--- src/hdl/hcd_pkg.sv ---
// Types, codes and the hex digit decoder for the HTTP chunked body decoder.
`timescale 1ns / 1ps

package hcd_pkg;

   typedef logic [1:0] mode_type;
   typedef logic [1:0] event_type;

   localparam mode_type MODE_SIZE    = 2'd0;
   localparam mode_type MODE_DATA    = 2'd1;
   localparam mode_type MODE_END     = 2'd2;
   localparam mode_type MODE_TRAILER = 2'd3;

   localparam event_type EV_PAYLOAD      = 2'd0;
   localparam event_type EV_DONE         = 2'd1;
   localparam event_type EV_DONE_TRAILER = 2'd2;
   localparam event_type EV_ERROR        = 2'd3;

   localparam logic [7:0] CHAR_CR = 8'h0D;
   localparam logic [7:0] CHAR_LF = 8'h0A;

   // Returns the digit value in the low four bits and a valid flag on top.
   function automatic logic [4:0] hex_decode(input logic [7:0] b);
      logic [4:0] r;
      begin
         r = 5'd0;
         if (b inside {[8'h30:8'h39]}) begin
            r = {1'b1, b[3:0]};
         end else if (b inside {[8'h61:8'h66], [8'h41:8'h46]}) begin
            r = {1'b1, 4'(b[3:0] + 4'd9)};
         end
         return r;
      end
   endfunction

endpackage

--- src/hdl/http_chunked_decoder.sv ---
// Top level of the streaming HTTP chunked transfer decoder.
`timescale 1ns / 1ps

// The decoder takes one byte of a chunked body per request and returns at most
// one response per byte: a payload byte, a completion marker (with or without
// trailers) or a size line error. A request is parsed in one pass of logic
// between the input register and the response register, so a byte can be
// accepted in every cycle while the response side does not stall. An accepted
// request passes the input register and then the response register, from which
// its response drives the response ports. Size lines may carry up to SIZE_BITS
// bits of hex; chunk extensions and trailer contents are skipped.
module http_chunked_decoder
   import hcd_pkg::*;
#(
   parameter int SIZE_BITS = 24
) (
   input  logic       clock,
   input  logic       reset,
   input  logic       req_valid,
   output logic       req_stall,
   input  logic [7:0] req_data_byte,
   output logic       rsp_valid,
   input  logic       rsp_stall,
   output logic [1:0] rsp_event_res,
   output logic [7:0] rsp_payload_byte
);

   localparam logic [SIZE_BITS-1:0] SIZE_ONE = {{(SIZE_BITS-1){1'b0}}, 1'b1};

   logic                 in_valid_ff;
   logic [7:0]           in_byte_ff;
   logic                 out_valid_ff, out_valid_in;
   event_type            out_event_ff, out_event_in;
   logic [7:0]           out_byte_ff, out_byte_in;
   logic                 fire;

   mode_type             mode_ff, mode_in;
   logic [SIZE_BITS-1:0] bytes_left_ff, bytes_left_in;
   logic [SIZE_BITS-1:0] size_accum_ff, size_accum_in;
   logic                 hex_done_ff, hex_done_in;
   logic                 hex_seen_ff, hex_seen_in;
   logic [1:0]           line_len_ff, line_len_in;
   logic                 prev_cr_ff, prev_cr_in;
   logic                 line_empty_ff, line_empty_in;

   logic [4:0]           hex;
   logic [SIZE_BITS-1:0] bytes_dec;
   logic                 is_cr, is_lf;

   assign fire      = in_valid_ff && !(out_valid_ff && rsp_stall);
   assign req_stall = in_valid_ff && !fire;

   assign rsp_valid        = out_valid_ff;
   assign rsp_event_res    = out_event_ff;
   assign rsp_payload_byte = out_byte_ff;

   assign hex   = hex_decode(in_byte_ff);
   assign is_cr = (in_byte_ff == CHAR_CR);
   assign is_lf = (in_byte_ff == CHAR_LF);
   assign bytes_dec = (bytes_left_ff != '0) ? bytes_left_ff - SIZE_ONE : '0;

   always_comb begin
      mode_in       = mode_ff;
      bytes_left_in = bytes_left_ff;
      size_accum_in = size_accum_ff;
      hex_done_in   = hex_done_ff;
      hex_seen_in   = hex_seen_ff;
      line_len_in   = line_len_ff;
      prev_cr_in    = prev_cr_ff;
      line_empty_in = line_empty_ff;
      out_valid_in  = 1'b0;
      out_event_in  = EV_PAYLOAD;
      out_byte_in   = 8'd0;
      case (mode_ff)
         MODE_SIZE: begin
            if (is_lf) begin
               size_accum_in = '0;
               hex_done_in   = 1'b0;
               hex_seen_in   = 1'b0;
               line_len_in   = 2'd0;
               prev_cr_in    = 1'b0;
               line_empty_in = 1'b1;
               if (line_len_ff <= 2'd1) begin
                  if (!(line_len_ff == 2'd1 && prev_cr_ff)) begin
                     out_valid_in = 1'b1;
                     out_event_in = EV_ERROR;
                  end
               end else if (!hex_seen_ff) begin
                  out_valid_in = 1'b1;
                  out_event_in = EV_ERROR;
               end else begin
                  bytes_left_in = size_accum_ff;
                  mode_in       = (size_accum_ff == '0) ? MODE_END : MODE_DATA;
               end
            end else begin
               if (line_len_ff != 2'd3) begin
                  line_len_in = line_len_ff + 2'd1;
               end
               prev_cr_in = is_cr;
               if (!hex_done_ff) begin
                  if (!hex[4]) begin
                     hex_done_in = 1'b1;
                  end else if (size_accum_ff[SIZE_BITS-1 -: 4] != 4'd0) begin
                     hex_done_in = 1'b1;
                     hex_seen_in = 1'b0;
                  end else begin
                     size_accum_in = {size_accum_ff[SIZE_BITS-5:0], hex[3:0]};
                     hex_seen_in   = 1'b1;
                  end
               end
            end
         end
         MODE_DATA: begin
            bytes_left_in = bytes_dec;
            if (bytes_dec == '0) begin
               mode_in       = MODE_SIZE;
               size_accum_in = '0;
               hex_done_in   = 1'b0;
               hex_seen_in   = 1'b0;
               line_len_in   = 2'd0;
               prev_cr_in    = 1'b0;
               line_empty_in = 1'b1;
            end
            out_valid_in = 1'b1;
            out_event_in = EV_PAYLOAD;
            out_byte_in  = in_byte_ff;
         end
         MODE_END: begin
            if (is_lf && prev_cr_ff) begin
               mode_in       = MODE_SIZE;
               size_accum_in = '0;
               hex_done_in   = 1'b0;
               hex_seen_in   = 1'b0;
               line_len_in   = 2'd0;
               prev_cr_in    = 1'b0;
               line_empty_in = 1'b1;
               out_valid_in  = 1'b1;
               out_event_in  = EV_DONE;
            end else if (is_cr) begin
               prev_cr_in = 1'b1;
            end else begin
               mode_in       = MODE_TRAILER;
               prev_cr_in    = 1'b0;
               line_empty_in = 1'b0;
            end
         end
         default: begin
            if (is_lf) begin
               if (prev_cr_ff && line_empty_ff) begin
                  mode_in       = MODE_SIZE;
                  size_accum_in = '0;
                  hex_done_in   = 1'b0;
                  hex_seen_in   = 1'b0;
                  line_len_in   = 2'd0;
                  prev_cr_in    = 1'b0;
                  line_empty_in = 1'b1;
                  out_valid_in  = 1'b1;
                  out_event_in  = EV_DONE_TRAILER;
               end else begin
                  line_empty_in = 1'b1;
                  prev_cr_in    = 1'b0;
               end
            end else if (is_cr) begin
               if (prev_cr_ff) begin
                  line_empty_in = 1'b0;
               end
               prev_cr_in = 1'b1;
            end else begin
               line_empty_in = 1'b0;
               prev_cr_in    = 1'b0;
            end
         end
      endcase
   end

   always_ff @(posedge clock) begin
      if (reset) begin
         in_valid_ff   <= 1'b0;
         out_valid_ff  <= 1'b0;
         mode_ff       <= MODE_SIZE;
         bytes_left_ff <= '0;
         size_accum_ff <= '0;
         hex_done_ff   <= 1'b0;
         hex_seen_ff   <= 1'b0;
         line_len_ff   <= 2'd0;
         prev_cr_ff    <= 1'b0;
         line_empty_ff <= 1'b1;
      end else begin
         if (req_valid && !req_stall) begin
            in_valid_ff <= 1'b1;
         end else if (fire) begin
            in_valid_ff <= 1'b0;
         end
         if (fire) begin
            out_valid_ff  <= out_valid_in;
            mode_ff       <= mode_in;
            bytes_left_ff <= bytes_left_in;
            size_accum_ff <= size_accum_in;
            hex_done_ff   <= hex_done_in;
            hex_seen_ff   <= hex_seen_in;
            line_len_ff   <= line_len_in;
            prev_cr_ff    <= prev_cr_in;
            line_empty_ff <= line_empty_in;
         end else if (!rsp_stall) begin
            out_valid_ff <= 1'b0;
         end
      end
   end

   always_ff @(posedge clock) begin
      if (req_valid && !req_stall) begin
         in_byte_ff <= req_data_byte;
      end
      if (fire) begin
         out_event_ff <= out_event_in;
         out_byte_ff  <= out_byte_in;
      end
   end

endmodule

--- config.mk ---
export PLATFORM = sky130hd
export DESIGN_NAME = http_chunked_decoder
export DESIGN_NICKNAME = d
export VERILOG_FILES = /design/src/hdl/hcd_pkg.sv /design/src/hdl/http_chunked_decoder.sv
export SDC_FILE = /design/constraint.sdc
export NUM_CORES = 1
export LEC_CHECK = 0
export BUFFER_PORTS_ARGS = -buffer_cell sky130_fd_sc_hd__buf_2
export CORE_MARGIN = 2
export CORE_UTILIZATION = 55
export DETAILED_ROUTE_END_ITERATION = 8
export HOLD_SLACK_MARGIN = 0.02
export PLACE_DENSITY_LB_ADDON = 0.12
export SYNTH_ARGS = -nofsm -noshare
export SYNTH_HDL_FRONTEND = slang
export SYNTH_SLANG_ARGS = --single-unit
export TNS_END_PERCENT = 5
--- constraint.sdc ---
create_clock -name clock -period 3.2 [get_ports clock]
set_input_delay 0.16 -clock clock [delete_from_list [all_inputs] [get_ports clock]]
set_output_delay 0.16 -clock clock [all_outputs]
set_load 0.05 [all_outputs]
# After elaboration in Yosys (flattened, before gate mapping)
# Cells that the tools add are included.
[totals]
wordCells = 150
ff_bits = 76
out_inout_bits = 12
inputBits = 12
[op_classes]
reduce_logical = 32
muxes = 77
eq_ne = 18
add_sub_neg = 3
magnitude_cmp = 7
[ops]
columns = ["cell", "count"]
rows = [
  ["2-to-1 mux 24 bit", 12],
  ["case mux 24 bit (3 select lines)", 1],
  ["zero test 24 bit", 2],
  ["case mux 24 bit (2 select lines)", 1],
  ["2-to-1 mux 2 bit", 18],
  ["2-to-1 mux 1 bit", 35],
  ["nonzero test 24 bit", 1],
  ["subtractor 24 x 1 -> 24 bit, second input constant", 1],
  ["case mux 2 bit (3 select lines)", 3],
  ["equality test 8 x 4 -> 1 bit, second input constant", 2],
  [">= comparator 8 x 7 -> 1 bit, second input constant", 2],
  ["<= comparator 8 x 7 -> 1 bit, second input constant", 2],
  ["AND reduction 8 bit", 2],
  ["!= test 3 bit, second input constant", 5],
  ["case mux 1 bit (3 select lines)", 5],
  ["AND reduction 5 bit", 3],
  ["!= test 2 bit, second input constant", 6],
  ["nonzero test 4 bit", 3],
  ["logical AND 1 bit", 10],
  ["2-to-1 mux 5 bit", 2],
  [">= comparator 8 x 6 -> 1 bit, second input constant", 1],
  ["<= comparator 8 x 6 -> 1 bit, second input constant", 1],
  ["AND reduction 7 bit", 1],
  ["AND reduction 6 bit", 1],
  ["other kinds (12)", 17],
]

# Longest topological paths before layout
# Gate-level depths: netlist (run 1).
[depth]
word_depth = 10
mapped_depth = 11

# Least setup slack after synthesis (run 1)
# No wires, ideal clock.
[synth_timing]
path_kind = "reg-to-reg"
from = "register bytes_left_ff[0]"
to = "register size_accum_ff[10]"
path_stages_with_launch = 12
path_buffers = 2
required_ns = 3.128
synth_period_minus_slack_ns = 3.157
arrival_ns = 3.085
setup_slack_ns = 0.043
cell_sequence = "dfxtp_1 inv_1 ha_1 or3b_1 or3_1 a2111oi_0 nand4_1 or4_4 buf_6 a21oi_4 buf_12 mux2i_1"
[synth_between]
elab_chain_len = 5
[synth_lines]
columns = ["item", "line_no", "text"]
rows = [
  ["start, declared", "http_chunked_decoder.sv:38", "logic [SIZE_BITS-1:0] bytes_left_ff, bytes_left_in;"],
  ["start signal, assigned", "http_chunked_decoder.sv:197", "bytes_left_ff <= bytes_left_in;"],
  ["subtractor 24 x 1 -> 24 bit / nonzero test 24 bit (equally long branches)", "http_chunked_decoder.sv:60", "assign bytes_dec = (bytes_left_ff != '0) ? bytes_left_ff - SIZE_ONE : '0;"],
  ["2-to-1 mux 24 bit *", "http_chunked_decoder.sv:60", ""],
  ["zero test 24 bit *", "http_chunked_decoder.sv:115", "if (bytes_dec == '0) begin"],
  ["!= test 2 bit (no source line) *", "n/a", ""],
  ["AND reduction 8 bit (no source line) *", "n/a", ""],
  ["end signal, assigned", "http_chunked_decoder.sv:198", "size_accum_ff <= size_accum_in;"],
  ["end, declared", "http_chunked_decoder.sv:39", "logic [SIZE_BITS-1:0] size_accum_ff, size_accum_in;"],
]
# Mark *: on every way between the ends. The rest lies on a longest branch, timed or not.
# A chain may end at the register's enable or synchronous reset.

# Worst setup path after layout (run 1)
[layout_timing]
from = "register bytes_left_ff[17]"
to = "register size_accum_ff[23]"
# The elaborated chain is that of the path after synthesis.

==> results.toml, run 1 <==
[status]
outcome = "completed"

[timing]
setup_violations = 0
slew_viol_final = 0
layout_min_cycle_time_ps = 3100
slew_headroom_pct = 31.1
fmax_mhz = 323
setup_ws_ps = 100
finalCritPeriodShare_pct = 96.9
worst_pin_slew_ps = 1030
hold_viol = 0
whs_ps = 49.2
final.setup.tns_ps = 0
skew_ps = 14.2

[placement]
routabilityCongestion = 0.876
place_area_um2 = 4560
io_buffer_count = 23
post-place-cells = 612
dpl.hpwl_um = 7250
dpl_worst_slack_ps = 143

[flow_run]
cap_violations = 0

[yosys]
synth_edf_count = 18
synth_warnings = 0
async_flop_share_pct = 0
synth_common_cells = "dfxtp_1, nand2_1, nor2_1"
seq_area_frac_synth_pct = 39.3
synth_area_per_cell_um2 = 8.64
synth_flop_cell = "dfxtp_1"
ys_ff_latch = 76
synth.distinct_cells = 59
syn-num-nets = 524
synth_top_area_cell = "dfxtp_1"
synth_top_area_share_pct = 26.8
syn_area_um2 = 4330
ys_top_cells_by_area = "dfxtp_1, edfxtp_1, mux2i_1, nand2_1, nor2_1"
synthMostInstantiatedCell = "dfxtp_1"
syn-instance-count = 501

[die]
fp.dieArea_um2 = 8590
core-area_um2 = 7690
die_h_um = 92.7
ios = 24
die-width_um = 92.7
floorplan.rows = 32
initial_core_util_pct = 56.3

[routing]
drt-met1-wl_um = 5050
wl_met3_um = 894
drtPass1Iterations = 5
antenna_left = 0
wirelength_um = 11200
vias = 4002
drc = 0
vias_per_cell = 6.22
wl_per_cell_um = 17.4
wl_met2_um = 5070
drt-initial-drc-count = 395
maxUsedRoutingLayer = "met4"

[global_routing]
first_global_vias = 3823
grt_first_pass_wirelength_um = 18500
antenna_found_initial = 0
grt_max_degree = 63
grt_overflow = 0
track_usage_pct = 26.7

[setup_path]
worstPathMaxFanout = 6
end_kind = "register"
cpPeakStageDelay_ps = 580
crit_top_cell = "or4_4"
critPathBufInv = 1
arrival_ps = 3370
cp_cell_sequence = "or4_4, or4_4, o21ai_2, nand4_1, or4_4, a21oi_4, clkbuf_16, mux2i_1"
critical-path-top-delay-family = "simple AND/OR/NAND/NOR gates"
start_kind = "register"
worstSetupPathType = "register to register"
worst_path_max_delay_cell = "or4_4"
required_ps = 3470

[cts]
numCtsBuffers = 9
cts-root-buf = "clkbuf_8"
h-tree-depth = 3
cts_buffer_depth = 2
clock-sinks = 76
clock_latency_ps = 350
clk_transition_reported_paths_ps = 90
cts_tree = "done"

[pwr]
peakVddDrop_v = 0.000282
leakage_nw = 1.79
power_density_nw_per_um2 = 359

[cells_and_area]
area_growth_pct = 14.9
nNetsFinal = 559
antenna_cells = 0
fin_area_um2 = 4970
final_cells = 643
drive_above_1_share_pct = 15.9

[worst_hold_path]
hold_path.class = "primary input to register"
[worst register-to-register path, stage by stage, from the launching register on]
cell and delay [ps]:
dfxtp_1 370, or4_4 550, or4_4 500, o21ai_2 140, nand4_1 150, or4_4 580, a21oi_4 310, clkbuf_16 230
mux2i_1 180
[metal layers]
layer | track usage [%] | vias to the layer above
li1 | - | 1904
met2 | 40.9 | 176
met4 | 7.97 | 0
met5 | 0 | -
met1 | 38.3 | 1902
met3 | 5.13 | 20
[repair_timing]
item	in CTS	in global routing
buffers inserted	0	4
hold endpoints to repair	8	0
hold buffers	8	0
endpoints found under the setup margin	0	25
resized for setup	0	19
[cells by family (layout without fill, tap and decap cells)]
group	Yosys count	after routing	synth area share, %
and+or+nand+nor	211	211	25.1
AOI/OAI and AO/OA	123	123	19.5
DFF	76	76	39.3
buffers and inverters	46	86	5.32
muxes	25	25	5.78
adders and majority gates	11	11	3.18
xor gates and xnor gates	9	9	1.82
[power by group]
part	internal, mW	switching [mW]
clock network	0.287	0.396
logic	0.0388	0.0614
registers	0.992	0.0116
[layout by cell type (no fill, tap or decap), types with 8 or more instances in the layout]
cell,netlist,routed
a211oi_1,12,12
a21oi_1,22,22
a22oi_1,14,14
buf_2,2,23
buf_4,0,21
clkbuf_8,0,9
dfxtp_1,58,55
dlygate4sd3_1,0,8
edfxtp_1,18,18
ha_1,11,10
inv_1,12,10
mux2i_1,25,25
nand2_1,57,57
nand2b_1,25,25
nand3_1,10,10
nor2_1,50,50
nor3_1,10,10
nor4_1,13,13
o21ai_0,31,28
[final cells by class]
type                       count  area, um2
clock inverter                 6       47.5
clock buffer                  10        128
timing repair buffer          57        454
tap                          102        128
inverter                      13       48.8
multi-input combinational    379       2460
fill                         694       2720
sequential                    76       1710
[worst paths after layout]
kind / startpoint / end / slack [ps] / cells after the start
hold / removal: req_valid / in_valid_ff$_SDFFE_PP0P_ / 50 / 3
setup reg to reg: bytes_left_ff[17]$_SDFFE_PP0P_ / size_accum_ff[23]$_SDFFE_PP0P_ / 100 / 8
hold reg to reg: in_valid_ff$_SDFFE_PP0P_ / rsp_valid$_SDFFE_PP0P_ / 490 / 2
setup / recovery: bytes_left_ff[17]$_SDFFE_PP0P_ / size_accum_ff[23]$_SDFFE_PP0P_ / 100 / 8
[through the flow]
stage	power [mW]	utilization, %
detailed placement	1.12	59.3
global placement	1.11	59.3
global route	1.84	64.7
CTS	1.79	62.6
floorplan	1.09	-
finish	1.79	64.7
[state kept, by name, summed over array words and instances (netlist names)]
register          count
prev_cr_ff            1
bytes_left_ff        24
size_accum_ff        24
line_len_ff           2
line_empty_ff         1
hex_seen_ff           1
rsp_event_res         2
in_valid_ff           1
in_byte_ff            8
rsp_payload_byte      8
rsp_valid             1
mode_ff               2
hex_done_ff           1
No activity file was read; power rests on OpenSTA's default activity.
==> inputs of run 2 (changes only) <==
PLACE_DENSITY = 0.83   (was not set)
PLACE_DENSITY_LB_ADDON = not set   (was 0.12)
==> run 2 against run 1 <==
  * Final area shrank 0.25%
  * Register-to-register slack lost 30 ps
  * Power shrank 1.0%
  * Die area is the same
  * Clock skew grew 1.5 ps
  * Flip-flop and latch count is the same
  * Utilization shrank 0.16 points
  * Largest power group unchanged
  * Sequential power is essentially flat
  * Cell count is the same
==> results.toml, run 2 (synthesis gave the netlist of run 1 again) <==
[status]
outcome = "completed"

[timing]
slew_headroom_pct = 15.3
hold_viol = 0
worst_pin_slew_ps = 1270
layout_min_cycle_time_ps = 3130
finalCritPeriodShare_pct = 97.8
final.setup.tns_ps = 0
skew_ps = 15.7
setup_violations = 0
fmax_mhz = 319
slew_viol_final = 0

[worst_hold_path]
hold_path.class = "primary input to register"
holdCritStartpoint = "rsp_stall"

[cts]
cts_tree = "done"
h-tree-depth = 3
clk_transition_reported_paths_ps = 80
cts-root-buf = "clkbuf_8"
clock-sinks = 76
clock_latency_ps = 360
numCtsBuffers = 9
cts_buffer_depth = 2

[cells_and_area]
nNetsFinal = 559
drive_above_1_share_pct = 15.3
final_common_cell = "nand2_1"
mostFrequentLayoutCells = "nand2_1, dfxtp_1, nor2_1"
finish.utilization_pct = 64.5
antenna_cells = 0
area_growth_pct = 14.6
reg.largest.list = "bytes_left_ff (24), size_accum_ff (24)"

[global_routing]
use_met3_pct = 3.42
grt_first_pass_wirelength_um = 17600
first_global_vias = 3604
track_usage_pct = 25.9
grt_max_degree = 63
grt_overflow = 0
antenna_found_initial = 0
met1_usage_pct = 33.8
grt-busiest-layer = "met2"
grtUsageMet2_pct = 42.5

[placement]
dpl.hpwl_um = 7230
io_buffer_count = 23
routabilityCongestion = 0.942

[pwr]
peakVddDrop_v = 0.000318
power_density_nw_per_um2 = 357
clkPwrFrac_pct = 37.4
sequentialPowerShare_pct = 56.8
leakage_nw = 1.79
switchingPower_uw = 452
p_comb_share_pct = 5.8
p_int_mw = 1.32
switching_share_pct = 25.5

[die]
ios = 24
die_h_um = 92.7
fp.dieArea_um2 = 8590
die-width_um = 92.7
floorplan.rows = 32
core-area_um2 = 7690
initial_core_util_pct = 56.3

[setup_path]
arrival_ps = 3410
required_ps = 3480
worstPathMaxFanout = 6
start_kind = "register"
end_kind = "register"
crit_path_start = "bytes_left_ff[0]$_SDFFE_PP0P_"
worstReg2RegStart = "bytes_left_ff[0]$_SDFFE_PP0P_"
worstSetupPathType = "register to register"

[routing]
wl_per_cell_um = 17.9
vias_per_cell = 6.39
drtPass1Iterations = 7
antenna_left = 0
vias = 4106
drt-initial-drc-count = 341
drc = 0
wirelength_um = 11500

[flow_run]
cap_violations = 0
==> run 2: cell type report <==
| type | instances | area, um2 |
|---|---|---|
| fillers | 625 | 2730 |
| multi-input cells | 379 | 2450 |
| flip-flops and latches | 76 | 1710 |
| repair buffers | 57 | 457 |
| clock buffers | 11 | 131 |
| well taps | 102 | 128 |
| inverters | 13 | 48.8 |
| clock inverters | 5 | 37.5 |
==> run 2: what timing repair did <==
action                                 CTS  global route
setup endpoints to repair               24            27
pin swaps                                0             6
buffers inserted                         0             4
resized for setup                        3            12
hold buffers                             9             0
endpoints found under the hold margin    9             0
gates cloned                             0             3
==> run 2: through the flow <==
stage	total power, mW	instances	hold slack [ps]	setup slack [ps]	instance area, um2
floorplan	1.09	501	259	43.2	4330
global placement	1.11	611	336	164	4550
detailed placement	1.12	611	338	13.0	4550
CTS	1.77	636	80.1	21.7	4820
global route	1.83	643	105	-43.5	4960
finish	1.77	643	91.9	69.1	4960
==> run 2: final timing paths <==
kind	to	slack [ps]	depth (start not counted)
setup / recovery	size_accum_ff[15]$_SDFFE_PP0P_	70	10
setup reg to reg	size_accum_ff[15]$_SDFFE_PP0P_	70	10
hold reg to reg	rsp_valid$_SDFFE_PP0P_	480	2
hold / removal	rsp_valid$_SDFFE_PP0P_	90	3
==> run 2: power by group through the flow <==
stage / clock (mW) / sequential [mW] / combinational [mW]
after floorplan: 0 / 1.04 / 0.0516
after global placement: 0 / 1.03 / 0.0852
after detailed placement: 0 / 1.03 / 0.0878
after CTS: 0.669 / 1.01 / 0.0968
after global routing: 0.714 / 1.01 / 0.111
final: 0.662 / 1.01 / 0.102
==> run 2: worst max-delay path, stage by stage (launching register included) <==
cell	delay (ps)
dfxtp_4	370
inv_2	80
ha_4	150
or3b_4	390
or3_4	370
a2111oi_4	290
nand4_1	160
or4_4	550
a21oi_4	300
clkbuf_16	220
mux2i_1	170
==> run 2: per-layer routing <==
| layer | vias up | part of all wire, % |
|---|---|---|
| met4 | 0 | 4.1 |
| met1 | 1947 | 42 |
| met3 | 47 | 6.3 |
| li1 | 1902 | - |
| met5 | - | 0 |
| met2 | 210 | 48 |
==> inputs of run 3 (changes only) <==
ABC_AREA = 1   (was not set)
CORE_UTILIZATION = 56   (was 55)
PLACE_DENSITY = 0.84   (was 0.83)
SLEW_MARGIN = 20   (was not set)
==> run 3 against run 2 <==
  * Die area is 3.8% higher
  * Maximum frequency increased by 11%
  * Synthesized cell count increased by 36%
  * Area after synthesis is 5.9% higher
  * Flip-flop and latch count is the same
  * Wire length decreased by 6.0%
  * Register-to-register slack better by 320 ps
  * Via count grew 8.0%
  * First-iteration DRC count decreased by 34%
  * Worst hold slack improved by 21 ps
  * Critical endpoint is now size_accum_ff[19]$_SDFFE_PP0P_
==> results.toml, run 3 <==
[status]
outcome = "completed"

[cells_and_area]
multi_input_area_um2 = 2320
antenna_cells = 0
seq_area_um2 = 1700
final_common_cell = "nand2_1"
fin_area_um2 = 5050
nNetsFinal = 727
finish.utilization_pct = 64.7
mostFrequentLayoutCells = "nand2_1, inv_1, nor2_1"
area_growth_pct = 10.2
reg.largest.list = "bytes_left_ff (24), size_accum_ff (24)"
final.fill_count = 680
drive_above_1_share_pct = 11.0

[setup_path]
worstPathMaxFanout = 28
start_kind = "register"
worst_path_max_delay_cell = "dfxtp_1"
crit_top_cell = "nand2_1"
critPathBufInv = 2
rrSetupSlack_ps = 390
cp_cell_sequence = "inv_2, ha_1, nand3_2, nor2_4, nand3_4, nand2_1, nand2_1, nor2_1, nand2_1, nor2_1, nand2_1, nand2_2, nand4_2, buf_4, nand2_1, nand2_1, nor2_1"
required_ps = 3490
worstSetupPathType = "register to register"
end_kind = "register"
critical-path-top-delay-family = "simple AND/OR/NAND/NOR gates"
cpPeakStageDelay_ps = 320
arrival_ps = 3100

[routing]
vias_per_cell = 5.47
wl_per_cell_um = 13.3
wirelength_um = 10800
drt-met1-wl_um = 4570
drc = 0
maxUsedRoutingLayer = "met4"
wl_met2_um = 5330
drtPass1Iterations = 7
antenna_left = 0
wl_met3_um = 666
vias = 4433
drt-initial-drc-count = 226

[timing]
final.setup.tns_ps = 0
rsz0062_at_grt = "no"
worst_pin_slew_ps = 762
slew_viol_final = 0
skew_ps = 8.71
slew_headroom_pct = 49.1
finalCritPeriodShare_pct = 87.9
fmax_mhz = 355
layout_min_cycle_time_ps = 2810
setup_violations = 0
hold_viol = 0

[pwr]
peakVddDrop_v = 0.000255
power_density_nw_per_um2 = 391
leakage_nw = 2.45

[yosys]
synth_top_area_cell = "dfxtp_1"
yosys.area_share.simple_pct = 31.1
synth.distinct_cells = 36
synth_area_per_cell_um2 = 6.73
synthMuxAreaShare_pct = 0
syn-instance-count = 681
syn-num-nets = 704
synth_top_family_by_area = "simple AND/OR/NAND/NOR gates"
ys_top_cells_by_area = "dfxtp_1, nand2_1, edfxtp_1, inv_1, nor2_1"
synth_common_cells = "nand2_1, inv_1, nor2_1"
syn_area_um2 = 4580
synthXorXnorAreaFrac_pct = 0.956
async_flop_share_pct = 0
synth_warnings = 0
synthAdderAreaFrac_pct = 3.00
ys_ff_latch = 76
synthMostInstantiatedCell = "nand2_1"
synth_edf_count = 18
seq_area_frac_synth_pct = 37.1
synth_top_area_share_pct = 25.3
synth_compound_area_share_pct = 15.5
synth_flop_cell = "dfxtp_1"

[global_routing]
first_global_vias = 4109
grt_overflow = 0
grt_max_degree = 35
antenna_found_initial = 0
grt_first_pass_wirelength_um = 18200
track_usage_pct = 25.9

[cts]
cts_tree = "done"
clk_transition_reported_paths_ps = 80
clock_latency_ps = 360
clock-sinks = 76
post_cts_buffers = 0
holdBufCountCts = 8
cts-root-buf = "clkbuf_8"
cts_buffer_depth = 2
h-tree-depth = 3
cts_resized = 0
numCtsBuffers = 9

[placement]
io_buffer_count = 23
routabilityCongestion = 0.902
place_area_um2 = 4750
dpl.hpwl_um = 7870

[die]
die-width_um = 94.4
ios = 24
die_h_um = 94.4
fp.dieArea_um2 = 8920
core-area_um2 = 7810
initial_core_util_pct = 58.7
floorplan.rows = 32

[flow_run]
cap_violations = 0

[worst_hold_path]
hold_path.class = "primary input to register"
run 3: cell types whose count changed after synthesis, moves of 25 or more:
cell      change
mux2i_1      -25
nor2_1       +37
nand2_1     +112
nand2b_1     -25
inv_1        +99
nand3_1      +31
run 3: metrics by stage:
step	hold slack [ps]	instances	total power, mW	setup slack [ps]
floorplan	259	681	1.12	876
global placement	336	787	1.15	601
detailed placement	338	787	1.16	431
CTS	107	811	1.98	398
global route	136	811	2.04	86.4
finish	113	811	1.97	387
run 3: cell families after synthesis:
kind of cell	Yosys count
AND/OR/NAND/NOR	335
buffers and inverters	140
AO/OA/AOI/OAI	114
flip-flops	76
adder cells (fa/ha/maj)	11
XOR/XNOR	5
run 3: layout make-up:
class,instances,area share (%)
clock inverter,7,1.96
inverter,114,8.48
tap,102,2.53
clock buffer,9,2.45
sequential,76,33.7
multi-input combinational,465,46.0
timing repair buffer,38,4.91
run 3: per-layer routing:
layer | up-vias | track usage (%)
met2 | 147 | 46.0
met1 | 2038 | 31.0
met3 | 23 | 4.47
met4 | 0 | 10.4
met5 | - | 0
li1 | 2225 | -
run 3: worst paths after layout:
kind              cells after the start                        endpoint                          start
setup / recovery                     17  size_accum_ff[19]$_SDFFE_PP0P_  bytes_left_ff[0]$_SDFFE_PP0P_
hold / removal                        3          rsp_valid$_SDFFE_PP0P_                      rsp_stall
setup reg to reg                     17  size_accum_ff[19]$_SDFFE_PP0P_  bytes_left_ff[0]$_SDFFE_PP0P_
hold reg to reg                       2        hex_done_ff$_SDFFE_PP0P_       hex_done_ff$_SDFFE_PP0P_
run 3: tightest hold or removal path: stages:
cell	delay, ps
buf_2	90
nand2_1	100
a21oi_1	70
run 3: where the power goes:
group | internal, mW | switching [mW] | total (mW) | leakage (nW)
clock network | 0.444 | 0.387 | 0.830 | 0.106
registers | 1.00 | 0.0143 | 1.02 | 0.645
logic | 0.0448 | 0.0836 | 0.128 | 1.70
total | 1.49 | 0.484 | 1.97 | 2.45
